==> src/design/rgbd_pkg.sv <==
// shared types and constants for the rgb button dimmer
`default_nettype none

package rgbd_pkg;

  localparam int unsigned LevelWidth = 8;
  localparam int unsigned HoldWidth  = 10;
  localparam int unsigned CfgWidth   = 10;
  localparam int unsigned CfgIdxWidth = 2;

  typedef logic [LevelWidth-1:0] level_t;
  typedef logic [HoldWidth-1:0]  hold_t;

  typedef enum logic [1:0] {
    MODE_IDLE  = 2'd0,
    MODE_RED   = 2'd1,
    MODE_GREEN = 2'd2,
    MODE_BLUE  = 2'd3
  } mode_t;

  typedef struct packed {
    level_t red;
    level_t green;
    level_t blue;
  } rgb_t;

  localparam logic       OP_BUTTON = 1'b0;
  localparam logic       OP_TICK   = 1'b1;

  // active-low pin patterns with one button pressed
  localparam logic [2:0] BTN_MODE_ONLY = 3'd5;
  localparam logic [2:0] BTN_UP_ONLY   = 3'd6;
  localparam logic [2:0] BTN_DOWN_ONLY = 3'd3;

  localparam logic [CfgIdxWidth-1:0] REG_HOLD_TICKS     = 2'd0;
  localparam logic [CfgIdxWidth-1:0] REG_BASE_STEP      = 2'd1;
  localparam logic [CfgIdxWidth-1:0] REG_STEP_INCREMENT = 2'd2;

  localparam hold_t  HOLD_TICKS_RESET     = 10'd305;
  localparam level_t BASE_STEP_RESET      = 8'd5;
  localparam level_t STEP_INCREMENT_RESET = 8'd5;
  localparam level_t LEVEL_MAX            = 8'd255;

endpackage

`default_nettype wire

==> src/design/rgbd_level.sv <==
// saturating up/down move of the selected color channel
`default_nettype none

module rgbd_level (
  input  var rgbd_pkg::mode_t  mode,
  input  var rgbd_pkg::rgb_t   levels,
  input  var logic             up,
  input  var rgbd_pkg::level_t step,
  output rgbd_pkg::rgb_t       levels_next
);
  import rgbd_pkg::*;

  level_t         cur;
  level_t         moved;
  logic [LevelWidth:0] sum;

  always_comb begin
    unique case (mode)
      MODE_RED:   cur = levels.red;
      MODE_GREEN: cur = levels.green;
      MODE_BLUE:  cur = levels.blue;
      default:    cur = levels.red;
    endcase
  end

  assign sum = {1'b0, cur} + {1'b0, step};

  always_comb begin
    if (up) begin
      if (sum >= {1'b0, LEVEL_MAX}) begin
        moved = LEVEL_MAX;
      end else begin
        moved = sum[LevelWidth-1:0];
      end
    end else begin
      if (cur <= step) begin
        moved = '0;
      end else begin
        moved = cur - step;
      end
    end
  end

  always_comb begin
    levels_next = levels;
    unique case (mode)
      MODE_RED:   levels_next.red   = moved;
      MODE_GREEN: levels_next.green = moved;
      MODE_BLUE:  levels_next.blue  = moved;
      default:    levels_next = levels;
    endcase
  end

endmodule

`default_nettype wire

==> src/design/rgb_button_dimmer.sv <==
// top level of the rgb button dimmer
`default_nettype none

// Three-button RGB level controller. Each input item is a button pin change
// (op 0) or a timer tick (op 1) carrying the active-low pins (bit0 up, bit1
// mode, bit2 down), and gives one result item with the mode, the three 8-bit
// levels and the repeat flag after the update. An item is registered on
// acceptance, and its update is applied in a single step of logic when it
// leaves the input register; a new item can be taken every cycle while the
// result is taken, so the block runs at one item per cycle unless the result
// is held. Each result shows once its update is applied. The state registers
// double as the result register, and they only move when the result slot is
// free or being taken. Configuration: index 0 hold_ticks, 1 base_step,
// 2 step_increment; other indexes are ignored.

module rgb_button_dimmer (
  input  var logic                             clk,
  input  var logic                             rst,
  input  var logic                             in_valid,
  output logic                                 in_ready,
  input  var logic                             op,
  input  var logic [2:0]                       buttons,
  output logic                                 out_valid,
  input  var logic                             out_ready,
  output logic [1:0]                           mode,
  output logic [7:0]                           red_level,
  output logic [7:0]                           green_level,
  output logic [7:0]                           blue_level,
  output logic                                 repeat_armed,
  input  var logic                             cfg_we,
  input  var logic [rgbd_pkg::CfgIdxWidth-1:0] cfg_index,
  input  var logic [rgbd_pkg::CfgWidth-1:0]    cfg_data
);
  import rgbd_pkg::*;

  hold_t  hold_ticks;
  level_t base_step;
  level_t step_increment;

  logic       item_valid;
  logic       item_op;
  logic [2:0] item_buttons;
  logic       advance;

  mode_t  mode_reg, mode_next;
  rgb_t   levels, levels_next, moved;
  level_t step_size, step_next;
  hold_t  hold_count, hold_next, hold_inc;
  logic   armed, armed_next;
  logic   do_adjust;
  logic   adj_up;
  logic   single_updown;
  logic [LevelWidth:0] step_sum;

  assign advance  = item_valid && (!out_valid || out_ready);
  assign in_ready = !item_valid || advance;

  always_ff @(posedge clk) begin
    if (rst) begin
      hold_ticks     <= HOLD_TICKS_RESET;
      base_step      <= BASE_STEP_RESET;
      step_increment <= STEP_INCREMENT_RESET;
    end else if (cfg_we) begin
      unique case (cfg_index)
        REG_HOLD_TICKS:     hold_ticks     <= cfg_data;
        REG_BASE_STEP:      base_step      <= cfg_data[LevelWidth-1:0];
        REG_STEP_INCREMENT: step_increment <= cfg_data[LevelWidth-1:0];
        default: ;
      endcase
    end
  end

  // input register
  always_ff @(posedge clk) begin
    if (rst) begin
      item_valid <= 1'b0;
    end else if (in_ready) begin
      item_valid <= in_valid;
    end
  end

  always_ff @(posedge clk) begin
    if (in_valid && in_ready) begin
      item_op      <= op;
      item_buttons <= buttons;
    end
  end

  assign single_updown = (item_buttons == BTN_UP_ONLY) || (item_buttons == BTN_DOWN_ONLY);
  assign adj_up        = (item_buttons == BTN_UP_ONLY);
  assign hold_inc      = hold_count + hold_t'(1);
  assign step_sum      = {1'b0, step_size} + {1'b0, step_increment};

  always_comb begin
    mode_next  = mode_reg;
    step_next  = step_size;
    hold_next  = hold_count;
    armed_next = armed;
    do_adjust  = 1'b0;
    if (item_op == OP_BUTTON) begin
      armed_next = 1'b0;
      hold_next  = '0;
      step_next  = base_step;
      if (item_buttons == BTN_MODE_ONLY) begin
        mode_next = mode_t'(mode_reg + 2'd1);
      end else if (single_updown) begin
        do_adjust  = 1'b1;
        armed_next = (mode_reg != MODE_IDLE);
      end
    end else if (armed) begin
      if (hold_inc >= hold_ticks) begin
        hold_next = '0;
        if (step_sum > {1'b0, LEVEL_MAX}) begin
          step_next = LEVEL_MAX;
        end else begin
          step_next = step_sum[LevelWidth-1:0];
        end
        do_adjust = single_updown;
      end else begin
        hold_next = hold_inc;
      end
    end
  end

  rgbd_level u_level (
    .mode        (mode_reg),
    .levels      (levels),
    .up          (adj_up),
    .step        (step_next),
    .levels_next (moved)
  );

  assign levels_next = do_adjust ? moved : levels;

  // state registers, also the result register
  always_ff @(posedge clk) begin
    if (rst) begin
      out_valid  <= 1'b0;
      mode_reg   <= MODE_IDLE;
      levels     <= '0;
      step_size  <= BASE_STEP_RESET;
      hold_count <= '0;
      armed      <= 1'b0;
    end else begin
      if (advance) begin
        out_valid  <= 1'b1;
        mode_reg   <= mode_next;
        levels     <= levels_next;
        step_size  <= step_next;
        hold_count <= hold_next;
        armed      <= armed_next;
      end else if (out_ready) begin
        out_valid <= 1'b0;
      end
    end
  end

  assign mode         = mode_reg;
  assign red_level    = levels.red;
  assign green_level  = levels.green;
  assign blue_level   = levels.blue;
  assign repeat_armed = armed;

endmodule

`default_nettype wire

==> config.mk <==
export PLATFORM = sky130hd
export DESIGN_NAME = rgb_button_dimmer
export DESIGN_NICKNAME = d
export VERILOG_FILES = /design/src/design/rgbd_pkg.sv /design/src/design/rgbd_level.sv /design/src/design/rgb_button_dimmer.sv
export SDC_FILE = /design/constraint.sdc
export NUM_CORES = 1
export LEC_CHECK = 0
export ABC_CLOCK_PERIOD_IN_PS = 4200
export BUFFER_PORTS_ARGS = -buffer_cell sky130_fd_sc_hd__buf_2
export CELL_PAD_IN_SITES_DETAIL_PLACEMENT = 1
export CELL_PAD_IN_SITES_GLOBAL_PLACEMENT = 2
export CORE_MARGIN = 5
export CORE_UTILIZATION = 33
export DETAILED_ROUTE_END_ITERATION = 10
export HOLD_SLACK_MARGIN = 0.1
export PLACE_DENSITY = 0.77
export SLEW_MARGIN = 20
export SYNTH_ARGS = -nofsm -noshare
export SYNTH_HDL_FRONTEND = slang
export SYNTH_SLANG_ARGS = --single-unit
==> constraint.sdc <==
create_clock -name clk -period 4.2 [get_ports clk]
set_input_delay 0.63 -clock clk [delete_from_list [all_inputs] [get_ports clk]]
set_output_delay 0.63 -clock clk [all_outputs]
set_load 0.05 [all_outputs]
==> impl_metrics.toml, run 1 <==
[status]
status = "finished, violations left"
violations = "setup timing"

[grt]
grt_start_max_net_pins = 53
overflow = 0
grt_pass1_wl_mm = 28.72
antenna_found_initial = 0
grt_pass1_vias = 5475
grt_usage = 0.1998

[timing]
fin_crit_sh = 1.049
finClkSkew_ps = 8.199
period_minus_slack_ps = 4408
finalSetupViolCount = 24
fin_ws_ps = -207.7
worstMarginPinSlew_ps = 950.2
slew_headroom = 0.3658
rsz0062_at_grt = "yes"
max_freq_mhz = 226.9
drv_slew = 0
timing_hold_violations_final = 0

[yosys]
synth_cell_types = 72
synthArstFlopShare = 0
synth-simple-area-share = 0.1833
avgSynthCellArea_um2 = 8.560
synth_compound_area_frac = 0.2493
synth_mux_area_frac = 0.09031
netlist_instances = 594
ys.flop_type = "dfxtp_1"
yosysWarnings = 0
ys_ff_latch = 77
synth_area_leaders = "dfxtp_1, ha_1, mux2i_1"
ys_seq_area_frac = 0.3110
synth-xor-area-share = 0.01378
syn_nets = 657
synth-edff-count = 4
synth_top_family_by_area = "compound AO/OA/AOI/OAI gates"
syn_area_um2 = 5085
synthAdderAreaFrac = 0.1078
synth.top_cell.area_share = 0.2874
synth_top_area_cell = "dfxtp_1"

[critical_path]
worstPathArrival_ps = 4630
r2r_end = "red_level[4]"
end_kind = "flip-flop"
worstPathRequired_ps = 4420
cp_max_fo = 6
cp-start-kind = "flip-flop"
reg2reg_slack_ps = -210
regToRegStartpoint = "hold_count[0]"
critPathKind = "flip-flop to flip-flop"
startpoint = "hold_count[0]"
crit_path_end = "red_level[4]"
reg2regPathDepth = 22

[finish]
layout-drive-gt1-share = 0.3486
syn_to_final_growth_pct = 37.11
fill_cells = 1765
diodes = 0
reg.largest.list = "hold_count (10), hold_ticks (10)"
final_cell_mix = "buf_4, dfxtp_1, nor2_1"
nNetsFinal = 798
final_util = 0.4603
mostFrequentLayoutCell = "buf_4"

[power_and_ir_drop]
power_density_nw_per_um2 = 252.3
totalPowerFinal_uw = 1759
p_leak_uw = 0.003113
ir_drop_mv = 0.2265

[die]
row_count = 45
initial_core_util = 0.3357
die_w_um = 134.1
pin_count = 50
core_um2 = 15150
die-area_um2 = 17990
die_height_um = 134.1

[clock_network]
htree_levels = 3
cts_made_buffers = 9
cts_sinks = 77
clock_latency_ps = 350
cts_hold_buffers = 0
cts_tree = "done"
clockBufferDepth = 2
cts-root-buf = "clkbuf_16"
clk_pin_slew_worst_paths_ps = 60

[route]
vias_per_cell = 5.427
drc_errors = 0
wl_mm = 17.86
first_iter_violations = 313
vias = 5036
routedWlPerCell_um = 19.24
dr.pass1.iters = 5
ant_nets = 0

[worst_hold_path]
min_path_type = "primary input to flip-flop"

[run]
cap_violations = 0

[placed_design]
place_hpwl_mm = 13.45
place.port_buffers = 49
gp_congestion = 0.9099
-- worst max-delay path, cell delays in order (launching register included) --
cell and delay (ps):
dfxtp_4 370, ha_4 130, and3_4 190, and3_4 210, nand3_4 100, xnor2_4 160, ha_4 180, a2111oi_4 400
a21oi_4 120, buf_6 150, buf_6 120, mux2i_2 140, mux2i_1 180, ha_2 340, buf_6 140, a211oi_4 250
o211ai_1 130, buf_4 170, a21o_1 190, buf_4 150, o21ai_2 90, o311a_1 260, o32ai_1 110
-- timing repair --
| action | CTS | global route |
|---|---|---|
| endpoints found under the setup margin | 24 | 24 |
| resized for setup | 74 | 19 |
| buffers inserted | 18 | 8 |
| cloned | 0 | 0 |
| pin swaps | 34 | 11 |
-- per-stage QoR --
stage | worst slack (ps) | instances | cell area [µm²] | hold slack, ps | setup TNS [ps]
floorplan | 30.22 | 594 | 5085 | 434.2 | 0
global placement | -411.8 | 886 | 6052 | 460.2 | -7400
detailed placement | -544.8 | 886 | 6052 | 478.0 | -11230
CTS | -201.1 | 920 | 6808 | 446.1 | -2848
global route | -394.4 | 928 | 6972 | 443.5 | -7941
finish | -207.7 | 928 | 6972 | 459.8 | -3940
-- worst min path at each step --
stage	from	endpoint	slack, ps	cells after the start
global placement	step_size[2]	step_size[2]	460	2
global route	op	item_op	440	1
detailed placement	step_size[2]	step_size[2]	480	2
CTS	op	item_op	450	1
floorplan	step_size[0]	step_size[0]	430	2
finish	op	item_op	460	1
-- cell usage after synthesis, drive strengths merged (4+ instances only) --
master	number
dfxtp	73
nor2	67
nand2	61
ha	39
mux2i	38
a21oi	35
o21ai	31
inv	28
clkbuf	17
nand2b	13
a211oi	12
a21o	12
a22oi	9
buf	9
o21a	9
nand3	8
nor2b	8
nor3b	8
o211ai	8
a2111oi	7
mux2	7
nor3	7
and3	6
a22o	5
and2	5
a222oi	4
a311oi	4
a41o	4
edfxtp	4
xnor2	4
xor2	4
-- per-layer routing --
metal  global-route usage  part of all wire
met5                    0                 0
met4              0.05656             0.015
met3              0.02963             0.028
met2               0.3445              0.50
met1               0.2606              0.46
-- area by class of cell --
class,count,area [µm²],area share
Clock buffer,9,225.2,0.03230
Clock inverter,7,72.57,0.01041
Inverter,28,105.1,0.01508
Multi-Input combinational cell,463,3669,0.5262
Sequential cell,77,1590,0.2281
Tap cell,188,235.2,0.03374
Timing Repair Buffer,156,1075,0.1542
-- report_power, final --
group	internal, µW	total, µW	switching, µW
combinational	85.1	200	115
clock	464	797	334
sequential	749	762	12.3
-- cell families after synthesis --
kind of cell | after synthesis
xor+xnor | 8
flops | 77
simple gates | 197
mux | 45
buf+inv | 54
fa+ha+maj | 42
compound gates | 171
No activity file was read; power rests on OpenSTA's default activity.
==> inputs of run 2 (changes only) <==
CORE_ASPECT_RATIO = 2   (was not set)
SLEW_MARGIN = 10   (was 20)
==> impl_metrics.toml, run 2 (synthesis results as in run 1) <==
[critical_path]
worstPathArrival_ps = 4660
end_kind = "flip-flop"
startpoint = "hold_count[0]"
cp-start-kind = "flip-flop"
reg2reg_slack_ps = -210
cp_max_fo = 6
critPathKind = "flip-flop to flip-flop"
crit_path_end = "blue_level[4]"
reg2regPathDepth = 21
worstPathRequired_ps = 4450
r2r_end = "blue_level[4]"
regToRegStartpoint = "hold_count[0]"

[power_and_ir_drop]
p_leak_uw = 0.003043
pwr-share-clk = 0.442
swShare = 0.2537
p_comb_frac = 0.118
power_density_nw_per_um2 = 249.0
ir_drop_mv = 0.2921
totalPowerFinal_uw = 1728
p_int_uw = 1290
power_frac_seq = 0.440
p_sw_uw = 438.5

[route]
dr.pass1.iters = 5
routedWlPerCell_um = 20.68
wl_mm = 19.08
first_iter_violations = 128
vias_per_cell = 5.509
ant_nets = 0
vias = 5085
drc_errors = 0

[die]
die_height_um = 185.6
die-area_um2 = 18140
pin_count = 50
row_count = 64
die_w_um = 97.78
core_um2 = 15210
initial_core_util = 0.3342

[finish]
diodes = 0
reg.largest.list = "hold_count (10), hold_ticks (10)"
multi_input_area_um2 = 3747
final_cell_mix = "buf_4, dfxtp_1, nor2_1"
final_util = 0.4562
ff_latch_area_um2 = 1589
layout-drive-gt1-share = 0.3393
stdcell_count = 923
mostFrequentLayoutCell = "buf_4"
nNetsFinal = 783
fill_cells = 1786
syn_to_final_growth_pct = 36.49

[timing]
drv_slew = 0
fin_crit_sh = 1.049
rsz0062_at_grt = "yes"
finalSetupViolCount = 24
timing_hold_violations_final = 0
slew_headroom = 0.2768
period_minus_slack_ps = 4406
worstMarginPinSlew_ps = 1080
finClkSkew_ps = 6.808
fin_ws_ps = -205.8
max_freq_mhz = 227.0

[grt]
grt_use_met1 = 0.1756
overflow = 0
grt_busiest_layer = "met2"
met2_usage = 0.4471
grt_pass1_wl_mm = 29.81
antenna_found_initial = 0
grt_start_max_net_pins = 52
met3_usage = 0.02813
grt_pass1_vias = 5740
grt_usage = 0.2108

[placed_design]
place.port_buffers = 49
place_hpwl_mm = 14.73
place_inst = 888
gp_congestion = 0.9555

[clock_network]
cts_sinks = 77
clockBufferDepth = 2
htree_levels = 3
clk_pin_slew_worst_paths_ps = 60
cts_tree = "done"
clock_latency_ps = 340
cts-root-buf = "clkbuf_16"
cts_made_buffers = 9

[status]
status = "finished, violations left"
violations = "setup timing"

[run]
cap_violations = 0

[worst_hold_path]
min_path_type = "primary input to flip-flop"
==> run 2: changes by cell type in the layout (fill, tap and decap cells not counted), sizes merged <==
cell and change:
buf -15, clkinvlp +1, clkbuf +2, inv -3
==> run 2: how the worst min path moves through the flow <==
stage,from,end,slack [ps],depth (start not counted)
2_1_floorplan,step_size[0],step_size[0],430,2
3_3_place_gp,step_size[2],step_size[2],450,2
3_5_place_dp,base_step[2],step_size[2],480,2
4_1_cts,op,item_op,450,1
5_1_grt,op,item_op,450,1
6_report,op,item_op,460,1
==> run 2: stage by stage <==
stage                     hold slack, ps  setup TNS, ps  cell area [µm²]  worst slack [ps]
after floorplan                    434.2              0             5085             30.22
after global placement             453.7          -6374             6005            -339.6
after detailed placement           480.5         -11280             6005            -549.6
after CTS                          448.9          -1308             6829            -109.2
after global routing               450.3          -8726             6940            -405.9
final                              460.8          -3597             6940            -205.8
==> run 2: layout make-up <==
type,instances,area share
multi-input combinational,463,0.5399
timing repair buffer,141,0.1392
clock buffer,11,0.03353
clock inverter,5,0.007572
inverter,28,0.01514
sequential,77,0.2290
tap,198,0.03570
==> run 2: what timing repair did <==
action / in CTS / in global routing
pin swaps: 49 / 18
resized for setup: 87 / 14
hold buffers: 0 / 0
setup endpoints to repair: 24 / 24
setup buffers: 14 / 6
==> run 2: metal layers <==
layer | share of wire | vias to the layer above
met5 | 0 | -
met4 | 0.061 | 0
met3 | 0.017 | 60
met2 | 0.60 | 100
met1 | 0.32 | 2502
li1 | - | 2423
==> run 2: worst max-delay path: stages (launching register included) <==
cell      delay (ps)
dfxtp_4          370
ha_4             140
and3_4           180
and3_4           210
nand2b_4         130
nand2_2           40
ha_1             270
nand2_1           60
a21oi_2          150
o21ai_2          120
a21oi_4          270
buf_6            140
mux2i_1          170
o21ai_1          100
buf_4            160
ha_4             160
fa_2             400
nor3b_2          280
or3_4            190
o21ai_0          140
o311a_4          370
o32ai_2          270
==> run 2: power by group through the flow <==
stage | combinational (µW) | clock, µW | sequential (µW)
after floorplan | 109 | 0 | 776
after CTS | 200 | 782 | 760
after global placement | 173 | 0 | 776
final | 204 | 764 | 760
after global routing | 221 | 812 | 761
after detailed placement | 179 | 0 | 777
